`src/fcd_pkg.sv`:
```
// Shared types and constants for the framed command decoder.
// Used by every module under src; depends on nothing else.
package fcd_pkg;

  // Request kinds carried in the opcode field
  localparam logic OP_BYTE = 1'b0;
  localparam logic OP_TICK = 1'b1;

  // Command codes carried in the code byte of a frame
  localparam logic [7:0] CMD_CLEAR_FAULT = 8'd0;
  localparam logic [7:0] CMD_INV_ON      = 8'd1;
  localparam logic [7:0] CMD_INV_OFF     = 8'd2;
  localparam logic [7:0] CMD_AB_ON       = 8'd3;
  localparam logic [7:0] CMD_AB_OFF      = 8'd4;
  localparam logic [7:0] CMD_SETPOINT    = 8'd5;

  // Configuration register indexes
  localparam int CFG_IDX_W = 2;
  localparam logic [CFG_IDX_W-1:0] CFG_PREAMBLE_FIRST  = 2'd0;
  localparam logic [CFG_IDX_W-1:0] CFG_PREAMBLE_SECOND = 2'd1;
  localparam logic [CFG_IDX_W-1:0] CFG_PULSE_TICKS     = 2'd2;

  // Reset values
  localparam logic [7:0] PREAMBLE_FIRST_RST  = 8'h50;  // 'P'
  localparam logic [7:0] PREAMBLE_SECOND_RST = 8'h52;  // 'R'
  localparam logic [7:0] PULSE_TICKS_RST     = 8'd1;
  localparam logic [7:0] SETPOINT_RST        = 8'h3F;

  typedef struct packed {
    logic       opcode;
    logic [7:0] rx_byte;
  } in_item_t;

  typedef struct packed {
    logic       start_inverter;
    logic       start_ab;
    logic [7:0] current_setpoint;
    logic       clear_fault_active;
    logic       frame_done;
  } out_item_t;

endpackage

```
`src/framed_command_decoder_core.sv`:
```
// An accepted request passes the input register, then its result is registered.
// Throughput: one request per cycle; the input register frees as the result
// register loads, so the pair streams as long as the output side takes results.
// Reset (rst, synchronous): both stages empty, preamble hunt restarted, outputs
// on, setpoint 0x3F, pulse disarmed, registers back to 'P', 'R', one tick.
module framed_command_decoder_core (
  input  logic                          clk,
  input  logic                          rst,
  input  logic                          in_valid,
  output logic                          in_ready,
  input  fcd_pkg::in_item_t             in_item,
  output logic                          out_valid,
  input  logic                          out_ready,
  output fcd_pkg::out_item_t            out_item,
  input  logic                          cfg_we,
  input  logic [fcd_pkg::CFG_IDX_W-1:0] cfg_index,
  input  logic [7:0]                    cfg_data
);
  import fcd_pkg::*;

  logic      stage_valid;
  in_item_t  stage_item;
  out_item_t result;
  logic      advance;

  // Move the held request on when the result register has room
  assign advance = stage_valid && (!out_valid || out_ready);

  fcd_in_stage u_in (
    .clk         (clk),
    .rst         (rst),
    .in_valid    (in_valid),
    .in_ready    (in_ready),
    .in_item     (in_item),
    .advance     (advance),
    .stage_valid (stage_valid),
    .stage_item  (stage_item)
  );

  fcd_engine u_engine (
    .clk       (clk),
    .rst       (rst),
    .cfg_we    (cfg_we),
    .cfg_index (cfg_index),
    .cfg_data  (cfg_data),
    .advance   (advance),
    .item      (stage_item),
    .result    (result)
  );

  fcd_out_stage u_out (
    .clk       (clk),
    .rst       (rst),
    .advance   (advance),
    .result    (result),
    .out_valid (out_valid),
    .out_ready (out_ready),
    .out_item  (out_item)
  );

endmodule

```
`src/fcd_in_stage.sv`:
```
// Input register stage of the framed command decoder.
// Depends on fcd_pkg for the request type.
module fcd_in_stage (
  input  logic              clk,
  input  logic              rst,
  input  logic              in_valid,
  output logic              in_ready,
  input  fcd_pkg::in_item_t in_item,
  input  logic              advance,
  output logic              stage_valid,
  output fcd_pkg::in_item_t stage_item
);
  import fcd_pkg::*;

  // Take a new request whenever the held one moves on or none is held
  assign in_ready = !stage_valid || advance;

  // Track occupancy
  always_ff @(posedge clk) begin
    if (rst) begin
      stage_valid <= 1'b0;
    end else if (in_ready) begin
      stage_valid <= in_valid;
    end
  end

  // Hold the payload
  always_ff @(posedge clk) begin
    if (in_valid && in_ready) begin
      stage_item <= in_item;
    end
  end

endmodule

```
`src/fcd_engine.sv`:
```
// Frame decoder, command state and fault-clear pulse timer.
// Holds the configuration registers; depends on fcd_pkg.
module fcd_engine (
  input  logic                          clk,
  input  logic                          rst,
  input  logic                          cfg_we,
  input  logic [fcd_pkg::CFG_IDX_W-1:0] cfg_index,
  input  logic [7:0]                    cfg_data,
  input  logic                          advance,
  input  fcd_pkg::in_item_t             item,
  output fcd_pkg::out_item_t            result
);
  import fcd_pkg::*;

  logic [7:0] preamble_first;
  logic [7:0] preamble_second;
  logic [7:0] pulse_ticks;

  logic       in_data_phase, in_data_phase_next;
  logic       byte_index, byte_index_next;
  logic [7:0] held_code, held_code_next;
  logic       inverter_on, inverter_on_next;
  logic       ab_on, ab_on_next;
  logic [7:0] setpoint_level, setpoint_level_next;
  logic       pulse_armed, pulse_armed_next;
  logic [7:0] pulse_remaining, pulse_remaining_next;
  logic       line_active, line_active_next;
  logic       done;

  logic [7:0] pulse_len;
  logic [7:0] want;
  logic [7:0] remaining_dec;

  // Configuration writes; unused index is dropped
  always_ff @(posedge clk) begin
    if (rst) begin
      preamble_first  <= PREAMBLE_FIRST_RST;
      preamble_second <= PREAMBLE_SECOND_RST;
      pulse_ticks     <= PULSE_TICKS_RST;
    end else if (cfg_we) begin
      case (cfg_index)
        CFG_PREAMBLE_FIRST:  preamble_first  <= cfg_data;
        CFG_PREAMBLE_SECOND: preamble_second <= cfg_data;
        CFG_PULSE_TICKS:     pulse_ticks     <= cfg_data;
        default: ;
      endcase
    end
  end

  // A zero pulse length counts as one tick
  assign pulse_len     = (pulse_ticks == 8'd0) ? 8'd1 : pulse_ticks;
  assign want          = byte_index ? preamble_second : preamble_first;
  assign remaining_dec = pulse_remaining - 8'd1;

  // Next state for one request
  always_comb begin
    in_data_phase_next   = in_data_phase;
    byte_index_next      = byte_index;
    held_code_next       = held_code;
    inverter_on_next     = inverter_on;
    ab_on_next           = ab_on;
    setpoint_level_next  = setpoint_level;
    pulse_armed_next     = pulse_armed;
    pulse_remaining_next = pulse_remaining;
    line_active_next     = line_active;
    done                 = 1'b0;

    if (item.opcode == OP_BYTE) begin
      if (!in_data_phase) begin
        // Preamble hunt: a mismatch restarts at the first byte
        if (item.rx_byte == want) begin
          if (byte_index) begin
            byte_index_next    = 1'b0;
            in_data_phase_next = 1'b1;
          end else begin
            byte_index_next = 1'b1;
          end
        end else begin
          byte_index_next = 1'b0;
        end
      end else if (!byte_index) begin
        held_code_next  = item.rx_byte;
        byte_index_next = 1'b1;
      end else begin
        // Value byte: apply the held command and close the frame
        byte_index_next    = 1'b0;
        in_data_phase_next = 1'b0;
        done               = 1'b1;
        case (held_code)
          CMD_CLEAR_FAULT: begin
            if (!pulse_armed) begin
              pulse_armed_next     = 1'b1;
              pulse_remaining_next = pulse_len;
            end
          end
          CMD_INV_ON:   inverter_on_next    = 1'b1;
          CMD_INV_OFF:  inverter_on_next    = 1'b0;
          CMD_AB_ON:    ab_on_next          = 1'b1;
          CMD_AB_OFF:   ab_on_next          = 1'b0;
          CMD_SETPOINT: setpoint_level_next = item.rx_byte;
          default: ;
        endcase
      end
    end else begin
      // Tick: drive the line while armed, release otherwise
      if (!pulse_armed) begin
        line_active_next = 1'b0;
      end else begin
        line_active_next     = 1'b1;
        pulse_remaining_next = remaining_dec;
        if (remaining_dec == 8'd0) begin
          pulse_armed_next     = 1'b0;
          pulse_remaining_next = pulse_len;
        end
      end
    end
  end

  // Advance control state
  always_ff @(posedge clk) begin
    if (rst) begin
      in_data_phase   <= 1'b0;
      byte_index      <= 1'b0;
      inverter_on     <= 1'b1;
      ab_on           <= 1'b1;
      setpoint_level  <= SETPOINT_RST;
      pulse_armed     <= 1'b0;
      pulse_remaining <= PULSE_TICKS_RST;
      line_active     <= 1'b0;
    end else if (advance) begin
      in_data_phase   <= in_data_phase_next;
      byte_index      <= byte_index_next;
      inverter_on     <= inverter_on_next;
      ab_on           <= ab_on_next;
      setpoint_level  <= setpoint_level_next;
      pulse_armed     <= pulse_armed_next;
      pulse_remaining <= pulse_remaining_next;
      line_active     <= line_active_next;
    end
  end

  // Hold the code byte until the value byte arrives
  always_ff @(posedge clk) begin
    if (advance) begin
      held_code <= held_code_next;
    end
  end

  // Result reflects the state after this request
  always_comb begin
    result.start_inverter     = inverter_on_next;
    result.start_ab           = ab_on_next;
    result.current_setpoint   = setpoint_level_next;
    result.clear_fault_active = line_active_next;
    result.frame_done         = done;
  end

endmodule

```
`src/fcd_out_stage.sv`:
```
// Result register stage of the framed command decoder.
// Depends on fcd_pkg for the result type.
module fcd_out_stage (
  input  logic               clk,
  input  logic               rst,
  input  logic               advance,
  input  fcd_pkg::out_item_t result,
  output logic               out_valid,
  input  logic               out_ready,
  output fcd_pkg::out_item_t out_item
);
  import fcd_pkg::*;

  // Occupancy: load on advance, drop once taken
  always_ff @(posedge clk) begin
    if (rst) begin
      out_valid <= 1'b0;
    end else if (advance) begin
      out_valid <= 1'b1;
    end else if (out_ready) begin
      out_valid <= 1'b0;
    end
  end

  // Hold the result payload
  always_ff @(posedge clk) begin
    if (advance) begin
      out_item <= result;
    end
  end

endmodule

```
`config.mk`:
```
export PLATFORM = sky130hd
export DESIGN_NAME = framed_command_decoder_core
export DESIGN_NICKNAME = d
export VERILOG_FILES = /design/src/fcd_pkg.sv /design/src/framed_command_decoder_core.sv /design/src/fcd_in_stage.sv /design/src/fcd_engine.sv /design/src/fcd_out_stage.sv
export SDC_FILE = /design/constraint.sdc
export NUM_CORES = 1
export LEC_CHECK = 0
export ABC_AREA = 1
export BUFFER_PORTS_ARGS = -buffer_cell sky130_fd_sc_hd__buf_2
export CORE_AREA = 5 5 80 100
export CTS_CLUSTER_DIAMETER = 120
export DETAILED_ROUTE_END_ITERATION = 12
export DIE_AREA = 0 0 85 105
export PLACE_DENSITY = 0.71
export SYNTH_ARGS = -nofsm -noshare
export SYNTH_HDL_FRONTEND = slang
export SYNTH_SLANG_ARGS = --single-unit
```
`constraint.sdc`:
```
create_clock -name clk -period 1.8 [get_ports clk]
set_input_delay 0.36 -clock clk [delete_from_list [all_inputs] [get_ports clk]]
set_output_delay 0.36 -clock clk [all_outputs]
set_load 0.02 [all_outputs]
```
---- Word level (Yosys, flattened, before mapping) ----
Cells that the tools add are included.
word-level totals
  register bits after elaboration ......... 77
  logic and storage cells ................. 94
  input bits .............................. 24
cells by class
  reduce and logical (&&, ||, !) cells .... 22
  add/sub/neg operators ................... 1
  bitwise operators ....................... 3
  equality and inequality tests ........... 10
  mux-type cells .......................... 37
operators by type and width
  cell                 count
  $mux 8               13
  $logic_not 8->1      3
  $mux 1               22
  $eq 8x2->1 const B   2
  $eq 8x3->1 const B   2
  $eq 8x1->1 const B   1
  $eq 8x8->1           1
  $reduce_and 2->1     4
  $reduce_and 4->1     2
  $reduce_bool 2->1    4
  $sub 8x1->8 const B  1
  $reduce_and 6->1     1
  $pmux 1 s2           2
  $not 1->1            3
  $eq 2x1->1 const B   1
  $eq 2x2->1 const B   1
  $logic_and 1x1->1    2
  $logic_not 1->1      2
  $logic_not 2->1      1
  $logic_or 1x1->1     2
  $ne 2x1->1 const B   1
  $ne 2x2->1 const B   1
  $reduce_or 2->1      1

---- Longest topological paths before layout ----
  word-level depth ........................ 7
  gate-level depth with buffers ........... 16
  mapped depth without buffers ............ 16

---- By module ----
Synthesis repeated with hierarchy kept, for this count alone.
second synthesis, totals
  cells, all modules ...................... 421
  area, all modules ....................... 3497.1 µm²
modules (own cells, without submodules)
  module                       instances  cells each  area an instance (µm²)
  fcd_engine                   1          386         2762.6
  fcd_out_stage                1          17          400.4
  fcd_in_stage                 1          15          317.8
  framed_command_decoder_core  1          3           16.3

---- Worst setup path after synthesis ----
OpenSTA, ideal clock, no wires.
  path type ............................... register to register
  start ................................... reg u_out.out_valid
  end ..................................... reg u_engine.byte_index
  clock period less this slack ............ 1.828 ns
  stages on the path, launching flop included .. 9
  library setup time ...................... 0.070 ns
  path buffers ............................ 0
  path slack .............................. -0.028 ns
  arrival ................................. 1.758 ns
  cells stage by stage .................... dfxtp_1 nand2_1 nand2_1 nor2_1 inv_1 nor3_1 o21bai_1 inv_1 a21oi_1
between the ends
  longest elaborated chain between the ends .. 4
RTL lines
  what                        line                               RTL
  from (decl)                 fcd_out_stage.sv:8                 output logic out_valid,
  from (signal assigned)      fcd_out_stage.sv:17                out_valid <= 1'b0;
  from (signal assigned)      fcd_out_stage.sv:19                out_valid <= 1'b1;
  from (signal assigned)      fcd_out_stage.sv:21                out_valid <= 1'b0;
  $logic_not 1->1             framed_command_decoder_core.sv:27  assign advance = stage_valid && (!out_valid || out_ready);
  $logic_or 1x1->1            framed_command_decoder_core.sv:27
  $logic_and 1x1->1           framed_command_decoder_core.sv:27
  $reduce_and 2->1 (no line)  n/a
  to (signal assigned)        fcd_engine.sv:132                  byte_index <= byte_index_next;
  to (decl)                   fcd_engine.sv:20                   logic byte_index, byte_index_next;
Every way passes these cells.
A chain may end at the register's enable or synchronous reset.

---- Final worst setup path ----
  start ................................... reg u_engine.held_code[3]
  end ..................................... reg u_engine.pulse_remaining[6]
between the ends
  longest elaborated chain between the ends .. 3
RTL lines
  what                         line               RTL
  from (decl)                  fcd_engine.sv:21   logic [7:0] held_code, held_code_next;
  from (signal assigned)       fcd_engine.sv:145  held_code <= held_code_next;
  $logic_not 8->1              fcd_engine.sv:89   case (held_code)
  $reduce_bool 2->1 (no line)  n/a
  $reduce_and 6->1 (no line)   n/a
  to (signal assigned)         fcd_engine.sv:137  pulse_remaining <= pulse_remaining_next;
  to (decl)                    fcd_engine.sv:26   logic [7:0] pulse_remaining, pulse_remaining_next;
Every way passes these cells.

==> out/results.ini <==
[clock_network]
cts_sinks=77
clock_latency_ns=0.36
cts_buffer_depth=2
h-tree-depth=3
clkTransAtPathRegs_ns=0.09
cts_buffers=9
cts-root-buf=clkbuf_8
cts_tree=done

[finish]
antenna_cells=0
syn2layout_area_growth_pct=15.53
drive_gt1_frac=0.2050
fillerInstances=652
layout.nets=460
utilization=0.5632

[floorplanning]
fp.dieW_um=85
die_h_um=105
fp.dieArea_um2=8925
ios=38
initial_core_util=0.4875
core_area_um2=6892
num_rows=34

[timing]
finalHoldViolCount=0
fmax_mhz=608.4
slew_headroom=0.7277
slew_violations=0
rsz0062_at_grt=no
skew_ns=0.007655
period_minus_slack_ns=1.644
tightestPinTransition_ns=0.4080
finalSetupTns_ns=0
fin_crit_sh=0.9131
setup_viol=0

[route]
via_count=2670
firstDrtPassIters=4
drt_wl_total_um=6535
drt-initial-drc-count=99
routed_via_density=5.047
wl_per_cell_um=12.35
ant_nets=0
drc=0

[critical_path]
cp_max_fo=8
critPathCaptureType=register
crit_end=u_engine.pulse_remaining[6]
worstPathRequired_ns=2.06
start_kind=register
worstReg2RegEnd=u_engine.pulse_remaining[6]
startpoint=u_engine.held_code[3]
reg2reg_from=u_engine.held_code[3]
r2r_cells=8
critical_path_class=register to register
critical_path_arrival_ns=1.90
reg2reg_slack_ns=0.16

[logic_synthesis]
synth_area_um2=3359
synth_nets=413
seq_area_frac_synth=0.5453
ys_types=33
synth_cells=387
avgSynthCellArea_um2=8.681
synth-seq-cells=77
synth_top_area_frac=0.2860
synth_area_leader_cell=dfxtp_1
yosysWarnings=0
synth_area_leaders=dfxtp_1, edfxtp_1, nand2_1

[hold_path]
min-delay-start=in_item[4]
min_path_type=input port to register
hold_depth=1

[power_and_ir_drop]
cellLeakagePower_nw=1.639
ir_drop_uv=485.6
powerDensity_nw_per_um2=895.4

[global_routing]
grt_overflow=0
gr-usage-all-layers=0.1555
grt_pass1_wl_um=11070
antenna_found_initial=0
grt_max_degree=42
grt_pass1_vias=2537

[placed_design]
numPortBuffers=37
place_hpwl_um=4771
globalplace.congestion=0.8138

[outcome]
status=completed

[flow_run]
maxCapViolCount=0

## synth_stat cells (all sizes together)
master and count:
a21oi 37, a31o 1, a31oi 1, and3b 1, buf 5, clkbuf 7, clkinv 1, dfxtp 48
edfxtp 29, ha 2, inv 47, nand2 69, nand3 17, nand4 3, nor2 48, nor3 6
nor4 1, o211ai 10, o21ai 42, o21bai 1, o31ai 1, xnor2 4, xor2 6
## routing by layer
metal | part of all wire | global-route usage
met4 | 0.026 | 0.09502
met1 | 0.42 | 0.1736
met5 | 0 | 0
met3 | 0.043 | 0.03543
met2 | 0.51 | 0.2650
## per-stage QoR
step	instance area [um^2]	total power, W	std cells	hold WS, ns	worst slack [ns]
2_1_floorplan	3364	0.002173	387	0.4244	0.2238
3_3_place_gp	3645	0.002263	509	0.4336	0.1224
3_5_place_dp	3645	0.002273	509	0.4380	0.04389
4_1_cts	3830	0.003505	525	0.1427	0.02254
5_1_grt	3881	0.003619	529	0.1515	0.003129
6_report	3881	0.003475	529	0.1635	0.1564
## placed cells by master, fill, tap and decap left out, types with 3 or more instances in the layout
master,instances
nor3_1,4
o21ai_1,3
nand2_2,3
o211ai_1,10
dfxtp_1,47
clkbuf_8,9
buf_4,11
a21oi_2,6
a21oi_1,31
xor2_1,6
inv_6,6
xnor2_1,4
nand3_1,15
nand2_1,65
nand4_1,3
nor2_2,3
inv_1,44
nor2_4,3
edfxtp_1,29
buf_2,37
nor2_1,42
o21ai_0,39
## where the power goes
group | switching (W) | leakage [nW] | internal [W]
clock network | 0.000707 | 0.0960 | 0.000532
logic | 0.000199 | 0.889 | 0.000115
registers | 0.0000382 | 0.655 | 0.00188
## worst min path at each step
stage                                  to  slack (ns)
2_1_floorplan  u_engine.preamble_first[0]        0.42
3_3_place_gp   u_engine.preamble_first[1]        0.43
3_5_place_dp   u_engine.preamble_first[1]        0.44
4_1_cts                u_in.stage_item[4]        0.14
5_1_grt                u_in.stage_item[1]        0.15
6_report               u_in.stage_item[4]        0.16
## sequential cells by signal (all words and copies together), names as in the netlist, 8 cells and up
register	count
u_out.out_item	12
u_in.stage_item	9
u_engine.preamble_first	8
u_engine.held_code	8
u_engine.preamble_second	8
u_engine.setpoint_level	8
u_engine.pulse_ticks	8
u_engine.pulse_remaining	8
## cell type report
| class | count | area, um^2 | area share |
|---|---|---|---|
| sequential | 77 | 1833 | 0.4723 |
| clock inverter | 7 | 61.31 | 0.01580 |
| timing repair buffer | 48 | 267.8 | 0.06899 |
| inverter | 48 | 182.7 | 0.04707 |
| multi-input combinational | 250 | 1300 | 0.3349 |
| tap | 90 | 112.6 | 0.02901 |
| clock buffer | 9 | 123.9 | 0.03191 |
## kinds of logic (layout without fill, tap and decap cells)
group / after synthesis / count (layout) / share of synthesized area
flops: 77 / 77 / 0.5453
xor+xnor: 10 / 10 / 0.02607
simple gates: 145 / 145 / 0.1911
buf+inv: 60 / 112 / 0.07449
fa+ha+maj: 2 / 2 / 0.007448
compound gates: 93 / 93 / 0.1557
## critical path, cell delays in order (launching register included)
cell,delay (ns)
edfxtp_1,0.41
nor2_2,0.17
nand2_1,0.08
o21ai_1,0.20
nand3_2,0.13
nor2_4,0.22
inv_2,0.10
a21oi_1,0.15
a21oi_1,0.08
## timing repair
item	4_1_cts	5_1_grt
hold buffers	0	0
endpoints found under the setup margin	0	9
setup buffers	0	4
gates resized for setup	0	10
No activity file was read; power rests on OpenSTA's default activity.
